$ cat src/ssbt_pkg.sv
// Shared constants and types for the sorted segment base table.
// Opcodes, status codes, result field widths and the compare result struct.
// No dependencies.
package ssbt_pkg;

	localparam int MAX_ENTRIES_DEF = 64;
	localparam int BASE_W          = 64;
	localparam int IDX_W           = 6;
	localparam int CNT_W           = 7;

	localparam logic [1:0] OP_CLEAR  = 2'd0;
	localparam logic [1:0] OP_INSERT = 2'd1;
	localparam logic [1:0] OP_RETAIN = 2'd2;
	localparam logic [1:0] OP_LOOKUP = 2'd3;

	localparam logic [1:0] ST_OK        = 2'd0;
	localparam logic [1:0] ST_FULL      = 2'd1;
	localparam logic [1:0] ST_NOT_FOUND = 2'd2;

	typedef struct packed {
		logic le;
		logic eq;
	} cmp_res_t;

endpackage

$ cat src/ssbt_ram.sv
// Generic simple dual-port RAM: one write port, one read port, registered read.
// Depends on nothing.
module ssbt_ram #(
	parameter int WIDTH = 64,
	parameter int DEPTH = 64
) (
	input  logic                     clk,
	input  logic                     we,
	input  logic [$clog2(DEPTH)-1:0] waddr,
	input  logic [WIDTH-1:0]         wdata,
	input  logic                     re,
	input  logic [$clog2(DEPTH)-1:0] raddr,
	output logic [WIDTH-1:0]         rdata
);

	logic [WIDTH-1:0] mem [DEPTH];

	always_ff @(posedge clk) begin
		if (we) begin
			mem[waddr] <= wdata;
		end
		if (re) begin
			rdata <= mem[raddr];
		end
	end

endmodule

$ cat src/ssbt_cmp.sv
// Shared 64-bit magnitude compare unit for the table walk.
// Depends on ssbt_pkg (cmp_res_t, BASE_W).
module ssbt_cmp (
	input  logic [ssbt_pkg::BASE_W-1:0] entry,
	input  logic [ssbt_pkg::BASE_W-1:0] probe,
	output ssbt_pkg::cmp_res_t          res
);
	import ssbt_pkg::*;

	assign res.le = (entry <= probe);
	assign res.eq = (entry == probe);

endmodule

$ cat src/sorted_segment_base_table_top.sv
// Top level of the sorted segment base table: sequencer, output register.
// Depends on ssbt_pkg, ssbt_ram and ssbt_cmp.
//
//   Input channel (in_valid / in_stall, opcode, value) takes one command beat:
//   clear, insert, retain or lookup. Output channel (out_valid / out_stall)
//   returns exactly one result beat per command.
//   The table lives in one RAM with one read and one write port. A single
//   compare unit walks the entries from the top down, one entry per cycle,
//   to find the last entry at or below value; insert then shifts the upper
//   entries up one per cycle and retain copies the kept entries down one
//   per cycle, both driven by the RAM ports.
//   One command is worked on at a time and in_stall stays high until its
//   result is loaded into the output register.
//   A waiting result does not block the next command; a finished result
//   holds in the sequencer while an earlier beat waits under out_stall.
//   Reset empties the table at once (count to zero); RAM contents are not
//   cleared and entries above the count are never read.
module sorted_segment_base_table_top #(
	parameter int MAX_ENTRIES = ssbt_pkg::MAX_ENTRIES_DEF
) (
	input  logic                        clk,
	input  logic                        arst_n,
	input  logic                        in_valid,
	output logic                        in_stall,
	input  logic [1:0]                  opcode,
	input  logic [ssbt_pkg::BASE_W-1:0] value,
	output logic                        out_valid,
	input  logic                        out_stall,
	output logic [1:0]                  status,
	output logic [ssbt_pkg::IDX_W-1:0]  found_index,
	output logic [ssbt_pkg::BASE_W-1:0] found_base,
	output logic [ssbt_pkg::IDX_W-1:0]  removed,
	output logic [ssbt_pkg::CNT_W-1:0]  entry_count,
	output logic [ssbt_pkg::BASE_W-1:0] first_base
);
	import ssbt_pkg::*;

	localparam int IW = $clog2(MAX_ENTRIES);
	localparam int CW = $clog2(MAX_ENTRIES + 1);

	typedef enum logic [2:0] {
		S_IDLE,
		S_SEARCH,
		S_SHIFT,
		S_PLACE,
		S_COPY,
		S_DONE
	} state_t;

	state_t              state_q;
	logic [CW-1:0]       count_q;
	logic [BASE_W-1:0]   first_q;
	logic [1:0]          op_q;
	logic [BASE_W-1:0]   value_q;

	// walk pointer, read-in-flight tracking and limits
	logic [IW-1:0]       scan_q;
	logic                more_q;
	logic                pend_q;
	logic [IW-1:0]       pidx_q;
	logic [IW-1:0]       lim_q;
	logic [IW-1:0]       drop_q;

	// result under construction
	logic [1:0]          res_status_q;
	logic [IDX_W-1:0]    res_idx_q;
	logic [BASE_W-1:0]   res_base_q;
	logic [IDX_W-1:0]    res_removed_q;

	// output register
	logic                out_valid_q;
	logic [1:0]          status_q;
	logic [IDX_W-1:0]    found_index_q;
	logic [BASE_W-1:0]   found_base_q;
	logic [IDX_W-1:0]    removed_q;
	logic [CNT_W-1:0]    entry_count_q;
	logic [BASE_W-1:0]   first_base_q;

	logic                ram_we;
	logic [IW-1:0]       ram_waddr;
	logic [BASE_W-1:0]   ram_wdata;
	logic                ram_re;
	logic [BASE_W-1:0]   ram_rdata;
	cmp_res_t            cmp_res;

	logic                hit;
	logic                miss;
	logic [IW-1:0]       pos_n;
	logic [IW-1:0]       last_idx;

	ssbt_ram #(
		.WIDTH(BASE_W),
		.DEPTH(MAX_ENTRIES)
	) u_ram (
		.clk  (clk),
		.we   (ram_we),
		.waddr(ram_waddr),
		.wdata(ram_wdata),
		.re   (ram_re),
		.raddr(scan_q),
		.rdata(ram_rdata)
	);

	ssbt_cmp u_cmp (
		.entry(ram_rdata),
		.probe(value_q),
		.res  (cmp_res)
	);

	// A hit is the first entry, walking down, at or below the probe.
	// A miss is the walk running off the bottom or an empty table.
	assign hit      = pend_q && cmp_res.le;
	assign miss     = (pend_q && !cmp_res.le && (pidx_q == '0)) || (!pend_q && !more_q);
	assign pos_n    = hit ? (pidx_q + IW'(1)) : '0;
	assign last_idx = IW'(count_q - CW'(1));

	// RAM port steering: read at the walk pointer, write back the entry whose read has returned.
	always_comb begin
		ram_re    = more_q && ((state_q == S_SEARCH) || (state_q == S_SHIFT) ||
			(state_q == S_COPY));
		ram_we    = 1'b0;
		ram_waddr = lim_q;
		ram_wdata = value_q;
		case (state_q)
			S_SHIFT: begin
				ram_we    = pend_q;
				ram_waddr = pidx_q + IW'(1);
				ram_wdata = ram_rdata;
			end
			S_COPY: begin
				ram_we    = pend_q;
				ram_waddr = pidx_q - drop_q;
				ram_wdata = ram_rdata;
			end
			S_PLACE: begin
				ram_we = 1'b1;
			end
			default: begin
				ram_we = 1'b0;
			end
		endcase
	end

	always_ff @(posedge clk or negedge arst_n) begin
		if (!arst_n) begin
			state_q       <= S_IDLE;
			count_q       <= '0;
			first_q       <= '0;
			op_q          <= OP_CLEAR;
			value_q       <= '0;
			scan_q        <= '0;
			more_q        <= 1'b0;
			pend_q        <= 1'b0;
			pidx_q        <= '0;
			lim_q         <= '0;
			drop_q        <= '0;
			res_status_q  <= ST_OK;
			res_idx_q     <= '0;
			res_base_q    <= '0;
			res_removed_q <= '0;
			out_valid_q   <= 1'b0;
			status_q      <= ST_OK;
			found_index_q <= '0;
			found_base_q  <= '0;
			removed_q     <= '0;
			entry_count_q <= '0;
			first_base_q  <= '0;
		end else begin
			// drop the output beat once taken
			if (out_valid_q && !out_stall) begin
				out_valid_q <= 1'b0;
			end
			case (state_q)
				S_IDLE: begin
					if (in_valid) begin
						op_q          <= opcode;
						value_q       <= value;
						res_status_q  <= ST_OK;
						res_idx_q     <= '0;
						res_base_q    <= '0;
						res_removed_q <= '0;
						pend_q        <= 1'b0;
						if (opcode == OP_CLEAR) begin
							count_q <= '0;
							state_q <= S_DONE;
						end else if ((opcode == OP_INSERT) &&
							(count_q == CW'(MAX_ENTRIES))) begin
							res_status_q <= ST_FULL;
							state_q      <= S_DONE;
						end else begin
							scan_q  <= last_idx;
							more_q  <= (count_q != '0);
							state_q <= S_SEARCH;
						end
					end
				end
				S_SEARCH: begin
					pend_q <= more_q;
					pidx_q <= scan_q;
					if (more_q) begin
						scan_q <= scan_q - IW'(1);
						more_q <= (scan_q != '0);
					end
					if (hit || miss) begin
						pend_q <= 1'b0;
						case (op_q)
							OP_LOOKUP: begin
								res_status_q <= hit ? ST_OK : ST_NOT_FOUND;
								res_idx_q    <= hit ? IDX_W'(pidx_q) : '0;
								res_base_q   <= hit ? ram_rdata : '0;
								state_q      <= S_DONE;
							end
							OP_INSERT: begin
								if (hit && cmp_res.eq) begin
									state_q <= S_DONE;
								end else begin
									lim_q <= pos_n;
									if (CW'(pos_n) == count_q) begin
										state_q <= S_PLACE;
									end else begin
										scan_q  <= last_idx;
										more_q  <= 1'b1;
										state_q <= S_SHIFT;
									end
								end
							end
							OP_RETAIN: begin
								if (hit && (pidx_q != '0)) begin
									drop_q        <= pidx_q;
									first_q       <= ram_rdata;
									res_removed_q <= IDX_W'(pidx_q);
									scan_q        <= pidx_q;
									lim_q         <= last_idx;
									more_q        <= 1'b1;
									state_q       <= S_COPY;
								end else begin
									state_q <= S_DONE;
								end
							end
							default: begin
								state_q <= S_DONE;
							end
						endcase
					end
				end
				S_SHIFT: begin
					// move entries up one, top first, down to the insert slot
					pend_q <= more_q;
					pidx_q <= scan_q;
					if (more_q) begin
						scan_q <= scan_q - IW'(1);
						more_q <= (scan_q != lim_q);
					end
					if (pend_q && !more_q) begin
						pend_q  <= 1'b0;
						state_q <= S_PLACE;
					end
				end
				S_PLACE: begin
					count_q <= count_q + CW'(1);
					if (lim_q == '0) begin
						first_q <= value_q;
					end
					state_q <= S_DONE;
				end
				S_COPY: begin
					// move kept entries down to the bottom, lowest first
					pend_q <= more_q;
					pidx_q <= scan_q;
					if (more_q) begin
						scan_q <= scan_q + IW'(1);
						more_q <= (scan_q != lim_q);
					end
					if (pend_q && !more_q) begin
						pend_q  <= 1'b0;
						count_q <= count_q - CW'(drop_q);
						state_q <= S_DONE;
					end
				end
				S_DONE: begin
					// hold the result until the output register is free
					if (!out_valid_q || !out_stall) begin
						out_valid_q   <= 1'b1;
						status_q      <= res_status_q;
						found_index_q <= res_idx_q;
						found_base_q  <= res_base_q;
						removed_q     <= res_removed_q;
						entry_count_q <= CNT_W'(count_q);
						first_base_q  <= (count_q != '0) ? first_q : '0;
						state_q       <= S_IDLE;
					end
				end
				default: begin
					state_q <= S_IDLE;
				end
			endcase
		end
	end

	assign in_stall    = (state_q != S_IDLE);
	assign out_valid   = out_valid_q;
	assign status      = status_q;
	assign found_index = found_index_q;
	assign found_base  = found_base_q;
	assign removed     = removed_q;
	assign entry_count = entry_count_q;
	assign first_base  = first_base_q;

	a_count_bound: assert property (@(posedge clk) disable iff (!arst_n)
		count_q <= CW'(MAX_ENTRIES))
		else $error("entry count exceeds table depth");

	a_write_states: assert property (@(posedge clk) disable iff (!arst_n)
		ram_we |-> ((state_q == S_SHIFT) || (state_q == S_PLACE) || (state_q == S_COPY)))
		else $error("table write outside shift, place or copy");

	a_full_insert: assert property (@(posedge clk) disable iff (!arst_n)
		(in_valid && !in_stall && (opcode == OP_INSERT) && (count_q == CW'(MAX_ENTRIES)))
		|=> ((res_status_q == ST_FULL) && (state_q == S_DONE)))
		else $error("insert into full table not reported full");

	a_count_change: assert property (@(posedge clk) disable iff (!arst_n)
		!$stable(count_q) |-> (($past(state_q) == S_PLACE) || ($past(state_q) == S_COPY) ||
			($past(state_q) == S_IDLE)))
		else $error("entry count changed outside place, copy or clear");

	a_retain_keeps_one: assert property (@(posedge clk) disable iff (!arst_n)
		((state_q == S_COPY) && pend_q && !more_q) |=> (count_q != '0))
		else $error("retain emptied the table");

endmodule

$ cat config.mk
export PLATFORM = sky130hd
export DESIGN_NAME = sorted_segment_base_table_top
export DESIGN_NICKNAME = d
export VERILOG_FILES = /design/src/ssbt_pkg.sv /design/src/ssbt_ram.sv /design/src/ssbt_cmp.sv /design/src/sorted_segment_base_table_top.sv
export SDC_FILE = /design/constraint.sdc
export NUM_CORES = 2
export LEC_CHECK = 0
export BUFFER_PORTS_ARGS = -buffer_cell sky130_fd_sc_hd__buf_2
export CAP_MARGIN = 15
export CORE_MARGIN = 2
export CORE_UTILIZATION = 60
export DETAILED_ROUTE_END_ITERATION = 16
export GPL_TIMING_DRIVEN = 0
export PLACE_DENSITY = 0.76
export SLEW_MARGIN = 15
export SYNTH_ARGS = -nofsm -noshare
export SYNTH_HDL_FRONTEND = slang
export SYNTH_HIERARCHICAL = 1
export SYNTH_SLANG_ARGS = --single-unit
$ cat constraint.sdc
create_clock -name clk -period 9.18 [get_ports clk]
set_clock_uncertainty 0.05 [all_clocks]
set_input_delay 2.754 -clock clk [delete_from_list [all_inputs] [get_ports clk]]
set_output_delay 2.754 -clock clk [all_outputs]
set_load 0.05 [all_outputs]
==> impl_metrics.py <==
metrics = {
    "critical_path": {
        "critical_path_peak_fanout": 10,
        "worst_setup_path_end_kind": "flop",
        "timing.critical_path.arrival_ns": 7.53,
        "timing.critical_path.required_ns": 9.78,
        "type_of_origin_of_the_critical_path": "flop",
        "critPathKind": "reg2reg",
    },
    "synth": {
        "synthSimpleGateAreaFrac_pct": 3.93,
        "synth.ff_latch_count": 4554,
        "ys.flop_type": "edfxtp_1",
        "post_synth_arst_share_pct": 8.65,
        "synth_enable_flop_cells": 4160,
        "ys_types": 86,
        "yosys-mux-area-fraction_pct": 15.1,
        "synthesis.nets": 9129,
        "synth_xor_xnor_area_share_pct": 0.163,
        "synth_top_family_by_area": "multiplexers",
        "ys.warnings.count": 6,
        "synthesis.instances": 8974,
        "synth.yosys.seq_area_share_pct": 75.9,
        "synth-compound-area-share_pct": 2.67,
        "synth-adder-area-share_pct": 0.607,
        "syn_area_um2": 178000,
        "avgSynthCellArea_um2": 19.8,
    },
    "cts": {
        "holdBufCountCts": 0,
        "cell_chosen_for_the_clock_root": "clkbuf_16",
        "h_tree_lvl_count": 5,
        "clk_path_buf_depth": 4,
        "tritoncts": "done",
        "cts_setup_buffers": 0,
        "worst_skew_pair.late_latency_ns": 1.00,
        "tritoncts_num_sinks": 4554,
        "postCtsResizedCells": 0,
        "worst_setup_hold_path_clk_slew_ns": 0.06,
        "cts_made_buffers": 437,
    },
    "finish": {
        "finish.cell_count_without_fillers": 14201,
        "layout_commonest_cell": "edfxtp_1",
        "finalNetCount": 10024,
        "area_delta_synth_final_pct": 14.6,
        "layout-drive-gt1-share_pct": 25.5,
        "filler_cell_count": 17129,
        "mostFrequentLayoutCells": "4,160 x edfxtp_1, 1,024 x mux4_2, 788 x nand2_1",
    },
    "sta": {
        "timing_hold_violations_final": 0,
        "post-route-min-period_ns": 6.93,
        "timing_worst_slew_pin_value_ns": 1.39,
        "final-setup-viol-count": 0,
        "slew_violations": 0,
        "clock.fmax_ghz": 0.144,
        "rsz0062_at_grt": "false",
        "timing.setup.tns_ns": 0,
        "layout_worst_path_cycle_share_pct": 75.4,
        "slew_headroom_pct": 7.61,
    },
    "global_routing": {
        "grt_pass1_wl_um": 748000,
        "initial_antenna_violation_count": 39,
        "global_route.usage.total_pct": 35.6,
        "number_of_global_route_vias_before_repair": 99148,
        "grt_start_max_net_pins": 114,
        "globalRoute.totalOverflow": 0,
    },
    "detailed_routing": {
        "route.detailed.wl_per_inst_um": 37.7,
        "routed_via_density": 7.08,
        "dr_total_vias": 100582,
        "drtAntennaViolNets": 0,
        "drc_errors": 0,
        "total_iterations_of_the_first_detailed_routing_run": 8,
        "final_routed_wirelength_across_all_metal_layers_um": 536000,
        "drt_first_iter_violations": 17315,
    },
    "status": {
        "outcome": "finished, final reports clean",
    },
    "placed_design": {
        "placement.io_buffers": 220,
        "routabilityCongestion": 0.937,
        "place.detailed.hpwl_um": 352000,
        "place_inst": 13346,
    },
    "power": {
        "power.density_nw_per_um2": 352,
        "standby_leakage_power_nw": 68.7,
        "worst_supply_voltage_drop_on_vdd_mv": 0.261,
    },
    "flow_run": {
        "max_cap_violation_count": 0,
    },
    "floorplan": {
        "die_y_um": 548,
        "design.core.area_um2": 294000,
        "die_area_um2": 300000,
        "initial_core_util_pct": 60.3,
        "row_count": 199,
        "io_pins": 221,
        "die_w_um": 548,
    },
    "worst_hold_path": {
        "hold_path.class": "reg2reg",
    },
}
## flip-flops by register name, indices dropped and copies added, names as in the netlist, 6 cells and up
signal and count:
u_ram/mem 4096, drop_q 6, lim_q 6, count_q 7
value_q 64, removed 6, scan_q 6, found_base 64
pidx_q 6, u_ram/rdata 64, found_index 6, res_removed_q 6
res_idx_q 6, res_base_q 64, first_q 64, entry_count 7
first_base 64
## worst max-delay path, stage by stage (launching register included)
cell	delay, ns
dfrtp_1	0.35
buf_2	0.24
nor2b_1	0.43
nor2b_1	0.72
nor2_1	0.11
clkbuf_1	0.43
clkbuf_1	0.42
nand2_1	0.15
o221ai_1	0.42
clkbuf_1	0.37
or3_1	0.60
nor3_2	0.83
buf_6	0.29
buf_4	0.24
buf_4	0.25
buf_4	0.24
buf_4	0.23
buf_4	0.22
## per-layer routing
layer,track usage [%],share of wire (%),up-vias
met5,0.222,0.074,-
met4,20.2,6.8,20
met3,10.6,14,1711
met2,55.1,47,8385
met1,45.6,33,52171
li1,-,-,38295
## per-stage QoR
stage	util [%]	hold WS [ns]	power, W	area (um2)	setup slack, ns
CTS	69.1	0.423	0.0709	203000	2.23
global placement	62.4	0.407	0.0518	184000	-7.41
finish	69.2	0.419	0.0717	204000	2.25
detailed placement	64.2	0.409	0.0530	189000	2.28
floorplan	-	0.389	0.0428	178000	1.71
global route	69.1	0.431	0.0734	203000	2.15
## layout make-up
| cell class | instances | area, um2 | share of cell area (%) |
|---|---|---|---|
| Clock inverter | 271 | 2690 | 1.32 |
| Tap cell | 3919 | 4900 | 2.41 |
| Multi-Input combinational cell | 3798 | 40600 | 19.9 |
| Buffer | 528 | 2600 | 1.28 |
| Timing Repair Buffer | 456 | 6020 | 2.96 |
| Inverter | 94 | 353 | 0.173 |
| Antenna cell | 43 | 108 | 0.0529 |
| Clock buffer | 538 | 11500 | 5.65 |
| Sequential cell | 4554 | 135000 | 66.2 |
## path summary, 6_finish.rpt
path / start / to / slack, ns / cells after the start
min: res_base_q[27]$_DFFE_PN0P_ / res_base_q[27]$_DFFE_PN0P_ / 0.42 / 2
max: state_q[1]$_DFFE_PN0P_ / u_ram/mem[48][46]$_DFFE_PP_ / 2.25 / 17
min reg2reg: res_base_q[27]$_DFFE_PN0P_ / res_base_q[27]$_DFFE_PN0P_ / 0.42 / 2
min in group asynchronous: arst_n / removed[1]$_DFFE_PN0P_ / 1.83 / 1
max in group asynchronous: arst_n / res_base_q[32]$_DFFE_PN0P_ / 5.83 / 3
max reg2reg: state_q[1]$_DFFE_PN0P_ / u_ram/mem[48][46]$_DFFE_PP_ / 2.25 / 17
## kinds of logic after synthesis
kind of cell / count (synthesis)
simple gates: 1565
flops: 4554
xor+xnor: 33
mux: 1379
buf+inv: 622
compound gates: 736
fa+ha+maj: 85
## synthesized netlist by cell type, types with 49 or more instances
cell	number	share of area, %
nand2_1	788	1.7
edfxtp_1	4160	70
ha_1	83	0.58
mux2i_1	218	1.2
or3_1	60	0.21
buf_2	190	0.54
o22ai_1	86	0.30
o21ai_0	127	0.36
o21a_1	51	0.22
clkbuf_1	240	0.51
dfrtp_1	394	5.6
mux2_2	137	0.87
mux4_2	1024	13
a31oi_1	54	0.19
inv_1	92	0.19
a21oi_1	115	0.32
o21ai_1	49	0.14
nand4_1	98	0.35
nor2_1	218	0.46
a22oi_1	135	0.57
nand3_1	267	0.75
## report_power, final
part / internal [W] / switching (W) / total, W
sequential: 0.0278 / 0.00118 / 0.0290
clock: 0.0100 / 0.00792 / 0.0179
combinational: 0.00729 / 0.0175 / 0.0248
No activity file was read; power rests on OpenSTA's default activity.
